### config.mk
export PLATFORM = sky130hd
export DESIGN_NAME = midpoint_circle_rasterizer_top
export DESIGN_NICKNAME = d
export VERILOG_FILES = /design/src/rtl/mcr_pkg.sv /design/src/rtl/mcr_front.sv /design/src/rtl/mcr_job_fifo.sv /design/src/rtl/mcr_back.sv /design/src/rtl/midpoint_circle_rasterizer_top.sv
export SDC_FILE = /design/constraint.sdc
export NUM_CORES = 1
export LEC_CHECK = 0
export BUFFER_PORTS_ARGS = -buffer_cell sky130_fd_sc_hd__buf_2
export CORE_MARGIN = 2
export CORE_UTILIZATION = 62
export DETAILED_ROUTE_END_ITERATION = 10
export PLACE_DENSITY = 0.81
export SYNTH_ARGS = -nofsm -noshare
export SYNTH_HDL_FRONTEND = slang
export SYNTH_SLANG_ARGS = --single-unit
### constraint.sdc
create_clock -name clock -period 6 [get_ports clock]
set_input_delay 0.3 -clock clock [delete_from_list [all_inputs] [get_ports clock]]
set_output_delay 0.3 -clock clock [all_outputs]
set_load 0.02 [all_outputs]
### src/rtl/mcr_pkg.sv
// Shared widths, codes and beat types of the midpoint circle rasterizer.
package mcr_pkg;

   localparam int COORD_BITS = 10;
   localparam int PT_BITS    = COORD_BITS + 2;
   localparam int INC_BITS   = COORD_BITS + 2;
   localparam int DEC_BITS   = COORD_BITS + 3;

   localparam int QUEUE_DEPTH_DEFAULT = 2;

   localparam logic MODE_START = 1'b0;
   localparam logic MODE_STEP  = 1'b1;

   localparam int OCT_BITS = 3;
   localparam logic [OCT_BITS-1:0] OCT_FIRST = 3'd0;
   localparam logic [OCT_BITS-1:0] OCT_LAST  = 3'd7;

   typedef struct packed {
      logic                  mode;
      logic [COORD_BITS-1:0] radius;
      logic [COORD_BITS-1:0] center_x;
      logic [COORD_BITS-1:0] center_y;
   } req_item_type;

   typedef struct packed {
      logic signed [PT_BITS-1:0] point_x;
      logic signed [PT_BITS-1:0] point_y;
      logic                      last_point;
      logic                      done_res;
   } rsp_item_type;

   typedef struct packed {
      logic                  done;
      logic [COORD_BITS-1:0] pos_x;
      logic [COORD_BITS-1:0] pos_y;
      logic [COORD_BITS-1:0] origin_x;
      logic [COORD_BITS-1:0] origin_y;
   } job_type;

   typedef struct packed {
      logic push;
      logic pop;
      logic full;
      logic empty;
   } queue_ctl_type;

endpackage

### src/rtl/mcr_front.sv
// Front end: takes request beats, keeps the octant walk state, queues step jobs.
module mcr_front import mcr_pkg::*; (
   input  logic         clock,
   input  logic         reset,
   input  logic         req_accept,
   input  req_item_type req_item,
   output logic         job_push,
   output job_type      job_data
);

   logic [COORD_BITS-1:0] pos_x_ff, pos_x_in;
   logic [COORD_BITS-1:0] pos_y_ff, pos_y_in;
   logic [DEC_BITS-1:0]   decision_ff, decision_in;
   logic [INC_BITS-1:0]   x_inc_ff, x_inc_in;
   logic [INC_BITS-1:0]   y_dec_ff, y_dec_in;
   logic [COORD_BITS-1:0] origin_x_ff, origin_x_in;
   logic [COORD_BITS-1:0] origin_y_ff, origin_y_in;

   logic                  finished;
   logic                  dec_pos;
   logic [DEC_BITS-1:0]   dec_adj;

   assign finished = pos_x_ff > pos_y_ff;
   assign dec_pos  = !decision_ff[DEC_BITS-1] && (decision_ff != '0);
   assign dec_adj  = dec_pos ? decision_ff - {y_dec_ff[INC_BITS-1], y_dec_ff} : decision_ff;

   assign job_push          = req_accept && (req_item.mode == MODE_STEP);
   assign job_data.done     = finished;
   assign job_data.pos_x    = pos_x_ff;
   assign job_data.pos_y    = pos_y_ff;
   assign job_data.origin_x = origin_x_ff;
   assign job_data.origin_y = origin_y_ff;

   always_comb begin
      pos_x_in    = pos_x_ff;
      pos_y_in    = pos_y_ff;
      decision_in = decision_ff;
      x_inc_in    = x_inc_ff;
      y_dec_in    = y_dec_ff;
      origin_x_in = origin_x_ff;
      origin_y_in = origin_y_ff;
      if (req_accept) begin
         if (req_item.mode == MODE_START) begin
            origin_x_in = req_item.center_x;
            origin_y_in = req_item.center_y;
            x_inc_in    = INC_BITS'(3);
            if (req_item.radius == '0) begin
               // zero radius loads an already finished walk
               pos_x_in    = COORD_BITS'(1);
               pos_y_in    = '0;
               decision_in = '0;
               y_dec_in    = '0;
            end else begin
               pos_x_in    = '0;
               pos_y_in    = req_item.radius;
               decision_in = DEC_BITS'(1) - {3'b000, req_item.radius};
               y_dec_in    = {1'b0, req_item.radius, 1'b0} - INC_BITS'(2);
            end
         end else if (!finished) begin
            decision_in = dec_adj + {1'b0, x_inc_ff};
            x_inc_in    = x_inc_ff + INC_BITS'(2);
            pos_x_in    = pos_x_ff + COORD_BITS'(1);
            if (dec_pos) begin
               y_dec_in = y_dec_ff - INC_BITS'(2);
               pos_y_in = pos_y_ff - COORD_BITS'(1);
            end
         end
      end
   end

   always_ff @(posedge clock) begin
      if (reset) begin
         pos_x_ff    <= '0;
         pos_y_ff    <= '0;
         decision_ff <= '0;
         x_inc_ff    <= INC_BITS'(3);
         y_dec_ff    <= '0;
         origin_x_ff <= '0;
         origin_y_ff <= '0;
      end else begin
         pos_x_ff    <= pos_x_in;
         pos_y_ff    <= pos_y_in;
         decision_ff <= decision_in;
         x_inc_ff    <= x_inc_in;
         y_dec_ff    <= y_dec_in;
         origin_x_ff <= origin_x_in;
         origin_y_ff <= origin_y_in;
      end
   end

endmodule

### src/rtl/mcr_job_fifo.sv
// Short job queue between the front end and the point emitter.
module mcr_job_fifo import mcr_pkg::*; #(
   parameter int DEPTH = QUEUE_DEPTH_DEFAULT
) (
   input  logic          clock,
   input  logic          reset,
   input  logic          push,
   input  job_type       push_data,
   input  logic          pop,
   output job_type       head_data,
   output logic          full,
   output logic          empty
);

   localparam int PTR_BITS = $clog2(DEPTH);
   localparam int CNT_BITS = $clog2(DEPTH + 1);
   localparam logic [PTR_BITS-1:0] PTR_LAST  = PTR_BITS'(DEPTH - 1);
   localparam logic [CNT_BITS-1:0] CNT_DEPTH = CNT_BITS'(DEPTH);

   job_type               slot_ff [DEPTH];
   logic [PTR_BITS-1:0]   wr_ptr_ff, wr_ptr_in;
   logic [PTR_BITS-1:0]   rd_ptr_ff, rd_ptr_in;
   logic [CNT_BITS-1:0]   count_ff, count_in;
   logic                  do_push;
   logic                  do_pop;

   assign full      = count_ff == CNT_DEPTH;
   assign empty     = count_ff == '0;
   assign do_push   = push && !full;
   assign do_pop    = pop && !empty;
   assign head_data = slot_ff[rd_ptr_ff];

   always_comb begin
      wr_ptr_in = wr_ptr_ff;
      rd_ptr_in = rd_ptr_ff;
      count_in  = count_ff;
      if (do_push) begin
         wr_ptr_in = (wr_ptr_ff == PTR_LAST) ? '0 : wr_ptr_ff + PTR_BITS'(1);
      end
      if (do_pop) begin
         rd_ptr_in = (rd_ptr_ff == PTR_LAST) ? '0 : rd_ptr_ff + PTR_BITS'(1);
      end
      if (do_push && !do_pop) begin
         count_in = count_ff + CNT_BITS'(1);
      end else if (do_pop && !do_push) begin
         count_in = count_ff - CNT_BITS'(1);
      end
   end

   always_ff @(posedge clock) begin
      if (do_push) begin
         slot_ff[wr_ptr_ff] <= push_data;
      end
   end

   always_ff @(posedge clock) begin
      if (reset) begin
         wr_ptr_ff <= '0;
         rd_ptr_ff <= '0;
         count_ff  <= '0;
      end else begin
         wr_ptr_ff <= wr_ptr_in;
         rd_ptr_ff <= rd_ptr_in;
         count_ff  <= count_in;
      end
   end

   a_count_bound: assert property (@(posedge clock) disable iff (reset)
      count_ff <= CNT_DEPTH)
      else $error("job queue count beyond depth");

endmodule

### src/rtl/mcr_back.sv
// Back end: expands each queued job into its eight mirrored points or one done beat.
module mcr_back import mcr_pkg::*; (
   input  logic          clock,
   input  logic          reset,
   input  job_type       job_head,
   input  queue_ctl_type job_ctl,
   output logic          job_pop,
   output rsp_item_type  rsp_item,
   output logic          rsp_valid
);

   logic [OCT_BITS-1:0]   oct_ff, oct_in;
   logic                  out_valid_ff;
   rsp_item_type          out_data_ff;
   logic                  load;
   logic                  have_job;
   logic                  job_end;
   rsp_item_type          beat;
   logic [COORD_BITS-1:0] coord_a;
   logic [COORD_BITS-1:0] coord_b;
   logic [PT_BITS-1:0]    off_a;
   logic [PT_BITS-1:0]    off_b;

   assign load     = !out_valid_ff || job_ctl.pop;
   assign have_job = !job_ctl.empty;
   assign job_end  = job_head.done || (oct_ff == OCT_LAST);
   assign job_pop  = load && have_job && job_end;

   // bit 2 swaps x and y, bit 0 negates the column, bit 1 negates the row
   assign coord_a = oct_ff[2] ? job_head.pos_y : job_head.pos_x;
   assign coord_b = oct_ff[2] ? job_head.pos_x : job_head.pos_y;
   assign off_a   = oct_ff[0] ? -{2'b00, coord_a} : {2'b00, coord_a};
   assign off_b   = oct_ff[1] ? -{2'b00, coord_b} : {2'b00, coord_b};

   always_comb begin
      if (job_head.done) begin
         beat.point_x    = '0;
         beat.point_y    = '0;
         beat.last_point = 1'b0;
         beat.done_res   = 1'b1;
      end else begin
         beat.point_x    = off_a + {2'b00, job_head.origin_x};
         beat.point_y    = off_b + {2'b00, job_head.origin_y};
         beat.last_point = oct_ff == OCT_LAST;
         beat.done_res   = 1'b0;
      end
   end

   always_comb begin
      oct_in = oct_ff;
      if (load && have_job) begin
         oct_in = job_end ? OCT_FIRST : oct_ff + OCT_BITS'(1);
      end
   end

   always_ff @(posedge clock) begin
      if (reset) begin
         oct_ff       <= OCT_FIRST;
         out_valid_ff <= 1'b0;
      end else begin
         oct_ff <= oct_in;
         if (load) begin
            out_valid_ff <= have_job;
         end
      end
   end

   always_ff @(posedge clock) begin
      if (load) begin
         out_data_ff <= beat;
      end
   end

   assign rsp_item  = out_data_ff;
   assign rsp_valid = out_valid_ff;

   a_job_held: assert property (@(posedge clock) disable iff (reset)
      oct_ff != OCT_FIRST |-> !job_ctl.empty)
      else $error("octant walk without a job at the queue head");

   a_last_pops: assert property (@(posedge clock) disable iff (reset)
      load && have_job && !job_head.done && oct_ff == OCT_LAST |-> job_pop)
      else $error("eighth point did not retire its job");

   a_done_clean: assert property (@(posedge clock) disable iff (reset)
      out_valid_ff && out_data_ff.done_res |->
         out_data_ff.point_x == '0 && out_data_ff.point_y == '0 && !out_data_ff.last_point)
      else $error("done beat carries point data");

   a_no_push_full: assert property (@(posedge clock) disable iff (reset)
      job_ctl.push |-> !job_ctl.full)
      else $error("job pushed into a full queue");

endmodule

### src/rtl/midpoint_circle_rasterizer_top.sv
// Top level of the midpoint circle rasterizer: front end, job queue and point emitter.
// A start beat (mode 0) loads radius and center and yields no result.
// Each step beat (mode 1) yields eight mirrored points, one per cycle while pop
// keeps up, the eighth flagged last_point; once the octant walk is past x > y a step
// yields a single beat with done_res set. The single result register holds each
// beat until pop takes it. The first beat of a step passes through the job queue and
// then the result register. A queue of QUEUE_DEPTH jobs lets requests be taken
// while earlier points are still being emitted or held by pop.
module midpoint_circle_rasterizer_top import mcr_pkg::*; #(
   parameter int QUEUE_DEPTH = QUEUE_DEPTH_DEFAULT
) (
   input  logic         clock,
   input  logic         reset,
   input  logic         push,
   output logic         full,
   input  req_item_type req_item,
   output logic         empty,
   input  logic         pop,
   output rsp_item_type rsp_item
);

   logic          req_accept;
   logic          job_push;
   job_type       job_in;
   job_type       job_head;
   logic          job_pop;
   logic          job_full;
   logic          job_empty;
   logic          rsp_valid;
   queue_ctl_type job_ctl;

   assign full       = job_full;
   assign req_accept = push && !job_full;
   assign empty      = !rsp_valid;

   assign job_ctl.push  = job_push;
   assign job_ctl.pop   = pop && rsp_valid;
   assign job_ctl.full  = job_full;
   assign job_ctl.empty = job_empty;

   mcr_front u_front (
      .clock      (clock),
      .reset      (reset),
      .req_accept (req_accept),
      .req_item   (req_item),
      .job_push   (job_push),
      .job_data   (job_in)
   );

   mcr_job_fifo #(
      .DEPTH (QUEUE_DEPTH)
   ) u_job_fifo (
      .clock     (clock),
      .reset     (reset),
      .push      (job_ctl.push),
      .push_data (job_in),
      .pop       (job_pop),
      .head_data (job_head),
      .full      (job_full),
      .empty     (job_empty)
   );

   mcr_back u_back (
      .clock     (clock),
      .reset     (reset),
      .job_head  (job_head),
      .job_ctl   (job_ctl),
      .job_pop   (job_pop),
      .rsp_item  (rsp_item),
      .rsp_valid (rsp_valid)
   );

endmodule
==> run summary <==
Fin Clk Skew - 0.0107 ns
GRT overflow - 0
Routed len/inst - 17.9 um
Crit-path max cell delay - 0.74 ns
Flops & latches, synth - 193
Total wire length - 24.7 mm
Initial drt markers - 826
Vias in the first global route - 7,889
R2R Path End - u_back.rsp_item[13]
Max_cap viols - 0
Min Tclk post-route - 4.58 ns
Final setup margin - 1.42 ns
Startpoint Class - flip-flop
Hold-fix buffer count after cts - 0
Status - completed
Total GRT Usage - 0.276
Hold Crit Class - in -> reg
I/O pin total - 63
Pin count of the biggest net entering global routing - 69
Total CTS buffers - 17
Dominant synthesized flop cell - edfxtp_1
Initial Utilization - 0.630
Core Footprint - 0.0172 mm^2
Synthesized area - 0.0108 mm^2
Synth top area share - 0.300
Chip height - 136 um
Unique masters post-synth - 64
Switch share - 0.410
Die Wd - 136 um
CTS root buf - clkbuf_16
Crit path max fanout - 15
Largest cells by area after synthesis - edfxtp_1, dfxtp_1, ha_1
Critical path class - reg -> reg
Clock share of power - 0.184
Mapped Cells - 1,093
Cell Chain, Critical Path - buf_4 -> mux2i_1 -> mux2_2 -> ha_1 -> inv_1 -> o31ai_1 -> xnor2_1 -> ha_1 -> and3_1 -> a2111oi_0 -> nor4_1 -> a2111oi_0 -> nor3b_1 -> o21bai_1 -> a21oi_1
Final period util - 0.764
Max clock buf depth - 2
Req. time, crit path - 6.18 ns
Max VDD drop - 0.389 mV
Comb power frac - 0.517
Setup repair bufs after CTS - 0
Resized cells post-CTS - 0
Critical Path AT - 4.77 ns
Worst hold start - req_item[17]
GPL Wtd Cong - 0.928
Num Clock Sinks - 193
Layout area overhead - 10.4%
Asr flop ratio synth - 0
Pleak - 0.00457 uW
First-pass DRT Iterations - 5
Antenna viol nets, final - 0
Crit-path leading delay family - compound AO/OA/AOI/OAI gates
Worst slew pin tran - 1.15 ns
Mapped Nets - 1,197
Die area - 0.0185 mm^2
PortBufs - 62
Fraction of layout cells with a size suffix above 1 - 0.130
Area of the multi-input gates - 0.00552 mm^2
Power density cells - 549 mW/mm^2
Vias/cell - 6.14
Area leader, netlist - edfxtp_1
Cell depth of the worst hold path - 3
Slew HR - 0.230
Clock transition at the registers of the reported paths - 0.07 ns
Flop pwr share - 0.299
Initial antenna violation count - 0
Fmax - 0.218 GHz
Num rows - 48
Hold_ws - 0.102 ns
Internal Pwr Total - 3870 uW
DRC Markers - 0
WHS Endpoint - u_front.origin_x_ff[7]
Synth warn - 0
Wire length of the first global-routing pass - 40.1 mm
TNS Setup - 0 ns
R2R Setup Slk - 1.42 ns
Worst-Skew Late Latency - 0.44 ns
Register area share after synthesis - 0.457
Final Hold Fails - 0
CP Capture Type - flip-flop
Total number of vias - 8,466
Worst path slowest cell - a2111oi_0
# H-tree levels - 4
Worst path bufs/invs - 2
EDFF count, synth - 108
Filler cells - 1,331
Mapped Avg Cell Area - 9.90 um^2
Setup violators final - 0
Max Slew Vio Count - 0
Reg area - 0.00495 mm^2
Worst r2r path cells - 15
RSZ-0062 raised after global routing - false
Diodes inserted - 0
Final HPWL from detailed placement - 17.8 mm
Net count reported at finish - 1,244
Setup WS pre-CTS - 1.45 ns
NetSw - 2690 uW
CTS tree - done
synth_stat cells, drive strengths merged (7+ instances only):
master,count
mux2i,13
edfxtp,108
nor2,100
and3,10
clkbuf,37
nor4,16
xor2,25
or3,14
buf,7
ha,65
o22ai,9
nor3,33
o21bai,7
dfxtp,85
a21o,14
nand2b,9
inv,51
nand3,20
a211oi,14
xnor2,56
or4,10
mux2,26
nand2,125
nand4,7
and2,8
mux4,13
o21ai,42
a21oi,73
o21a,8
o31ai,15
layout by cell type, fill, tap and decap left out, drive strengths merged, types with 15 or more instances in the layout:
cell	count
buf	72
nand2	125
inv	58
edfxtp	108
dfxtp	85
mux2	26
nor4	16
nor3	33
ha	65
xnor2	56
xor2	25
o31ai	15
a21oi	73
nor2	100
nand3	20
o21ai	42
clkbuf	19
worst reg2reg max path, delay by kind of cell, from the launching register on:
family          cells  cell delay, ns
compound gates      5            1.78
flops               1            0.59
mux                 2            0.52
fa+ha+maj           2            0.47
simple gates        3            0.43
buf+inv             2            0.39
xor+xnor            1            0.16
layout make-up:
class,count,area share
clock buffer,19,0.0362
multi-input combinational,804,0.462
tap,225,0.0236
clock inverter,13,0.0163
sequential,193,0.414
timing repair buffer,72,0.0322
inverter,52,0.0163
layer usage:
layer / vias to the layer above / wire length, um / global-route usage
met5: - / 0 / 0
met4: 0 / 921 / 0.122
met3: 66 / 1460 / 0.0455
met2: 336 / 12100 / 0.465
met1: 3987 / 10300 / 0.352
li1: 4077 / - / -
cells by family after synthesis:
| logic type | share of synthesized area |
|---|---|
| xor gates and xnor gates | 0.0655 |
| muxes | 0.0661 |
| AOI/OAI and AO/OA | 0.137 |
| buffers and inverters | 0.0342 |
| and+or+nand+nor | 0.157 |
| adders and majority gates | 0.0825 |
| DFF | 0.457 |
| other | 0.000346 |
metrics by stage:
step | instance area, um^2 | utilization | cells | total power [uW]
floorplan | 10800 | - | 1093 | 4570
global placement | 11300 | 0.659 | 1346 | 5250
detailed placement | 11300 | 0.659 | 1346 | 5320
CTS | 12000 | 0.696 | 1378 | 6550
global route | 12000 | 0.696 | 1378 | 7050
finish | 12000 | 0.696 | 1378 | 6560
worst max path at each step:
stage                           to  slack [ns]  cells past startpoint
6_report       u_back.rsp_item[13]        1.42                     15
5_1_grt        u_back.rsp_item[13]        0.96                     15
4_1_cts        u_back.rsp_item[13]        1.38                     15
3_5_place_dp   u_back.rsp_item[13]        1.45                     15
3_3_place_gp   u_back.rsp_item[13]        1.57                     15
2_1_floorplan  u_back.rsp_item[13]        1.79                     17
sequential cells by signal, indices dropped and copies added, names as in the netlist, named ones only:
signal and count:
u_back.oct_ff 3, u_back.rsp_item 26, u_back.rsp_valid 1, u_front.decision_ff 13
u_front.origin_x_ff 10, u_front.origin_y_ff 10, u_front.pos_x_ff 10, u_front.pos_y_ff 10
u_front.x_inc_ff 12, u_front.y_dec_ff 11, u_job_fifo.count_ff 2, u_job_fifo.rd_ptr_ff 1
u_job_fifo.slot_ff 82, u_job_fifo.wr_ptr_ff 1
power by group through the flow:
stage	clock network, uW	registers, uW	logic [uW]
after floorplan	0	1990	2580
after global placement	0	1980	3280
after detailed placement	0	1990	3330
after CTS	1220	1960	3370
after global routing	1270	2000	3780
final	1210	1960	3390
Power figures use the tool's default switching activity.
